===== src/design/glpc_pkg.sv =====
// ----------------------------------------------------------------------------
// glpc_pkg
// Shared widths, the token that travels along the cell chain, and the
// controller state type for the lattice path counter.
// ----------------------------------------------------------------------------
package glpc_pkg;

  // Field widths fixed by the item format
  localparam int QueryW  = 5;   // row / column index
  localparam int CountW  = 59;  // path count
  localparam int HeightW = 6;   // filled entries per column

  // One row of the wavefront, moving one cell to the right per cycle
  typedef struct packed {
    logic              valid;
    logic [QueryW-1:0] row;
    logic [CountW-1:0] count;  // left neighbor going in, own entry coming out
  } tok_t;

  // Controller states
  typedef enum logic [1:0] {
    StIdle,
    StLaunch,
    StDrain
  } glpc_state_e;

endpackage


===== src/design/glpc_cell.sv =====
// ----------------------------------------------------------------------------
// glpc_cell
// One grid column. Holds the column's stored path counts, its filled height
// and the topmost filled entry. A row token entering from the left either
// picks up the stored entry or fills it as left + above, then moves right.
// ----------------------------------------------------------------------------
module glpc_cell import glpc_pkg::*; #(
  parameter int COL   = 0,
  parameter int DEPTH = 32
) (
  input  logic              clk_i,
  input  logic              rst_ni,
  input  tok_t              tok_i,
  input  logic [QueryW-1:0] peek_row_i,  // row arriving here next cycle
  input  logic [QueryW-1:0] lim_i,       // last column of the query
  output tok_t              tok_o,
  output logic [QueryW-1:0] peek_row_o
);

  localparam int  AddrW    = $clog2(DEPTH);
  localparam bit  IsOrigin = (COL == 0);

  logic [CountW-1:0]  mem_q [DEPTH];
  logic [CountW-1:0]  rd_q;
  logic [CountW-1:0]  top_q, top_d;
  logic [HeightW-1:0] h_q, h_d;
  logic               tok_vld_q;
  logic [QueryW-1:0]  tok_row_q;
  logic [CountW-1:0]  tok_cnt_q, tok_cnt_d;

  logic               active;
  logic               filled;
  logic               do_fill;
  logic [CountW-1:0]  up;
  logic [CountW-1:0]  sum;
  logic [CountW-1:0]  stored;

  // next cell looks one token ahead for its memory read
  assign peek_row_o = tok_i.row;

  // column takes part only up to the queried column
  assign active  = tok_i.valid && (QueryW'(COL) <= lim_i);
  assign filled  = HeightW'(tok_i.row) < h_q;
  assign do_fill = active && !filled;

  // new entry: above plus left, zero above the top row
  assign up  = (tok_i.row == '0) ? '0 : top_q;
  assign sum = up + tok_i.count;

  // origin entry is never written, it is one by definition
  assign stored = (IsOrigin && tok_i.row == '0) ? CountW'(1) : rd_q;

  always_comb begin
    tok_cnt_d = tok_i.count;
    top_d     = top_q;
    h_d       = h_q;
    if (active) begin
      tok_cnt_d = filled ? stored : sum;
    end
    if (do_fill) begin
      top_d = sum;
      h_d   = HeightW'(tok_i.row) + HeightW'(1);
    end
  end

  // column store, read address taken from the look-ahead row
  always_ff @(posedge clk_i) begin
    if (do_fill) begin
      mem_q[tok_i.row[AddrW-1:0]] <= sum;
    end
    rd_q <= mem_q[peek_row_i[AddrW-1:0]];
  end

  // fill state
  always_ff @(posedge clk_i or negedge rst_ni) begin
    if (!rst_ni) begin
      h_q       <= HeightW'(IsOrigin);
      top_q     <= CountW'(IsOrigin);
      tok_vld_q <= 1'b0;
    end else begin
      h_q       <= h_d;
      top_q     <= top_d;
      tok_vld_q <= tok_i.valid;
    end
  end

  // token payload to the right neighbor
  always_ff @(posedge clk_i) begin
    tok_row_q <= tok_i.row;
    tok_cnt_q <= tok_cnt_d;
  end

  assign tok_o.valid = tok_vld_q;
  assign tok_o.row   = tok_row_q;
  assign tok_o.count = tok_cnt_q;

endmodule


===== config.mk =====
export PLATFORM = sky130hd
export DESIGN_NAME = glpc_cell
export DESIGN_NICKNAME = d
export VERILOG_FILES = /design/src/design/glpc_pkg.sv /design/src/design/glpc_cell.sv
export SDC_FILE = /design/constraint.sdc
export NUM_CORES = 2
export LEC_CHECK = 0
export BUFFER_PORTS_ARGS = -buffer_cell sky130_fd_sc_hd__buf_2
export CAP_MARGIN = 20
export CORE_MARGIN = 3
export CORE_UTILIZATION = 55
export DETAILED_ROUTE_END_ITERATION = 10
export PLACE_DENSITY = 0.74
export SYNTH_ARGS = -nofsm -noshare
export SYNTH_HDL_FRONTEND = slang
export SYNTH_SLANG_ARGS = --single-unit

===== constraint.sdc =====
create_clock -name clk_i -period 5.2 [get_ports clk_i]
set_clock_uncertainty 0.1 [all_clocks]
set_input_delay 0.26 -clock clk_i [delete_from_list [all_inputs] [get_ports clk_i]]
set_output_delay 0.26 -clock clk_i [all_outputs]
set_load 0.01 [all_outputs]

==> metrics.md <==
| Metric | Value |
|---|---|
| Pre-CTS WS | `-0.255 ns` |
| Bufs on Longest Clock Path | `3` |
| Die width | `391 microns` |
| Final min period | `5.04 ns` |
| Max Slew Vio Count | `0` |
| Tot Pwr | `51.0 mW` |
| Drt drc | `0` |
| Placer Congestion | `0.924` |
| Count of final setup violators | `0` |
| Clock root cell | `clkbuf_16` |
| Clock latency at the later pin of the worst-skew pair | `0.84 ns` |
| Final hold slack | `0.0471 ns` |
| Io pins | `147` |
| Vias after detailed routing | `42900` |
| FMAX | `198 MHz` |
| Die area | `0.153 sq mm` |
| Status | `complete, no violations` |
| Post-synth EDFFs | `1888` |
| Wirelength per Cell | `32.6 microns` |
| Initial Util | `55.7%` |
| FF+latch count, synth | `2077` |
| Register area share after synthesis | `74.4%` |
| Slew HR | `27.5%` |
| Largest cells by area after synthesis | `edfxtp_1, mux4_2, dfxtp_1, dfrtp_1, nand2_1` |
| Post-route insts no fill | `6510` |
| Final WS setup | `0.159 ns` |
| Startpoint Class | `input pin` |
| DP Wirelength | `113000 microns` |
| HP Class | `input pin to async pin` |
| Overall Global Routing Usage | `28.2%` |
| Worst Tran Pin Value | `1.09 ns` |
| Max-cap violations | `0` |
| Yosys top cell by area | `edfxtp_1` |
| CP max FO | `46` |
| Cells on worst reg2reg path | `22` |
| CTS Buf Count | `196` |
| IO buf count | `141` |
| Core Rows | `140` |
| H-tree depth | `4` |
| R2r startpoint | `top_q[0]` |
| Core Area | `0.147 sq mm` |
| Worst Setup End Kind | `flop` |
| Total grt overflow | `0` |
| DRT iter0 DRCs | `5478` |
| Final Cell Area | `0.0947 sq mm` |
| Ys async rst share | `3.18%` |
| First-pass DRT Iterations | `5` |
| Vias in the first global route | `43300` |
| Main synth FF type | `edfxtp_1` |
| Syn Inst Count | `3967` |
| Critical Path Start | `tok_i[59]` |
| Share of cells above drive strength 1 | `31.6%` |
| Avg Cell Area, Syn | `20.6 sq um` |
| Maximum VDD drop | `0.000587 V` |
| Final hold vios | `0` |
| Post-DRT Antenna Nets | `0` |
| Critical Path RT | `5.88 ns` |
| Count of different cell masters after synthesis | `80` |
| Top post-synthesis cells by count | `edfxtp_1, mux4_2, nand2_1, clkbuf_1, dfxtp_1` |
| Final core utilization | `64.6%` |
| Chip Height | `391 microns` |
| Mapped Area | `0.0817 sq mm` |
| CP Class | `input pin to flop` |
| DP Area | `0.0870 sq mm` |
| Pin count of the biggest net entering global routing | `74` |
| Synth warn | `0` |
| CTS tree | `yes` |
| Power Density | `539 mW/mm^2` |
| Via density | `6.59` |
| Area Growth Syn to Fin | `15.9%` |
| Crit path DAT | `5.72 ns` |
| Inst Count DP | `6041` |
| Final net count | `4563` |
| Final worst-path cycle share | `96.9%` |
| Global-route wire length before repair | `306000 microns` |
| Clk pin slew, worst setup/hold paths | `0.06 ns` |
| Initial antenna violation count | `1` |
| Top-count cell post-synth | `edfxtp_1` |
| CTS Sinks | `2077` |
| Final TNS setup | `0 ns` |
| Post-synth top area share | `69.4%` |
| Final wirelength | `212000 microns` |
| LEAKAGE | `31.4 nW` |
| Syn_nets | `4111` |
| Fillers | `9274` |
[cell families (layout without fill, tap and decap cells)]
group                      Yosys count  count (layout)  share of synthesized area (%)
and+or+nand+nor                    519             519                           2.87
other                                0               2                              0
xor gates and xnor gates            60              60                          0.652
DFF                               2077            2077                           74.4
adders and majority gates           67              67                           1.04
buffers and inverters              262             886                           1.25
muxes                              665             665                           17.3
AOI/OAI and AO/OA                  317             317                           2.47
[state kept, by name (all words and copies together) (netlist names)]
signal     count
tok_vld_q      1
top_q         59
mem_q       1888
tok_cnt_q     59
h_q            6
tok_row_q      5
rd_q          59
[per-layer routing]
layer	wire length (microns)	vias to the layer above	GRT usage, %
met2	98500	2812	42.4
li1	-	17200	-
met5	13	-	0
met1	80000	22500	41.0
met4	6530	2	8.61
met3	27100	411	7.56
[worst max-delay path: stages]
cell and delay [ns]:
dlygate4sd3_1 0.52, buf_2 0.13, inv_1 0.09, ha_1 0.19, nand3b_1 0.11, buf_4 0.19
buf_12 0.18, and2_1 0.22, ha_1 0.39, nand2_1 0.09, o21bai_1 0.16, a21oi_1 0.19
buf_4 0.15, nand3_2 0.09, buf_4 0.18, a311oi_2 0.30, buf_4 0.19, a2111oi_2 0.07
buf_4 0.18, o31ai_2 0.34, buf_4 0.20, a21boi_1 0.09, xnor2_2 0.22, nor2_1 0.09
a211oi_1 0.23, dlygate4sd3_1 0.59
[power breakdown]
| group | switching, mW | internal (mW) |
|---|---|---|
| sequential | 0.313 | 24.1 |
| clock | 6.17 | 8.41 |
| combinational | 8.46 | 3.63 |
[what timing repair did]
item	4_1_cts	5_1_grt
buffers inserted	0	3
endpoints found under the hold margin	149	1
setup endpoints to repair	0	5
hold buffers	91	1
resized for setup	0	2
[cells in the final DEF (no fill, tap or decap), types with 12 or more instances in the layout]
| cell type | instances |
|---|---|
| a21o_1 | 26 |
| a21oi_1 | 104 |
| a31oi_1 | 50 |
| and2_1 | 60 |
| buf_12 | 50 |
| buf_2 | 134 |
| buf_4 | 194 |
| bufinv_16 | 21 |
| clkbuf_1 | 45 |
| clkbuf_16 | 200 |
| clkbuf_8 | 18 |
| clkinv_1 | 35 |
| clkinv_2 | 27 |
| dfrtp_1 | 64 |
| dfxtp_1 | 123 |
| dlygate4sd3_1 | 92 |
| edfxtp_1 | 1888 |
| ha_1 | 66 |
| inv_1 | 37 |
| mux2_2 | 72 |
| mux4_2 | 590 |
| nand2_1 | 225 |
| nand3_1 | 51 |
| nand4_1 | 12 |
| nor2_1 | 86 |
| nor2_4 | 34 |
| o21a_1 | 12 |
| o21ai_0 | 53 |
| xnor2_2 | 28 |
| xor2_2 | 20 |
[worst paths after layout]
| path | slack, ns | endpoint |
|---|---|---|
| worst max-delay path | 0.16 | tok_cnt_q[54] |
| worst min-delay path | 0.05 | top_q[45] |
| worst max register to register | 0.33 | tok_cnt_q[54] |
| worst min register to register | 0.37 | top_q[4] |
| max in group asynchronous | 3.80 | top_q[44] |
| min in group clk_i | 0.12 | tok_row_q[1] |
[area by class of cell]
type | instances | area (sq um) | area share [%]
multi-input combinational | 1628 | 20500 | 21.7
antenna | 2 | 5.00 | 0.00529
tap | 1917 | 2400 | 2.53
clock buffer | 266 | 5440 | 5.75
clock inverter | 104 | 1200 | 1.27
inverter | 39 | 146 | 0.155
sequential | 2077 | 60800 | 64.2
timing repair buffer | 477 | 4160 | 4.39
Power figures use the tool's default switching activity.
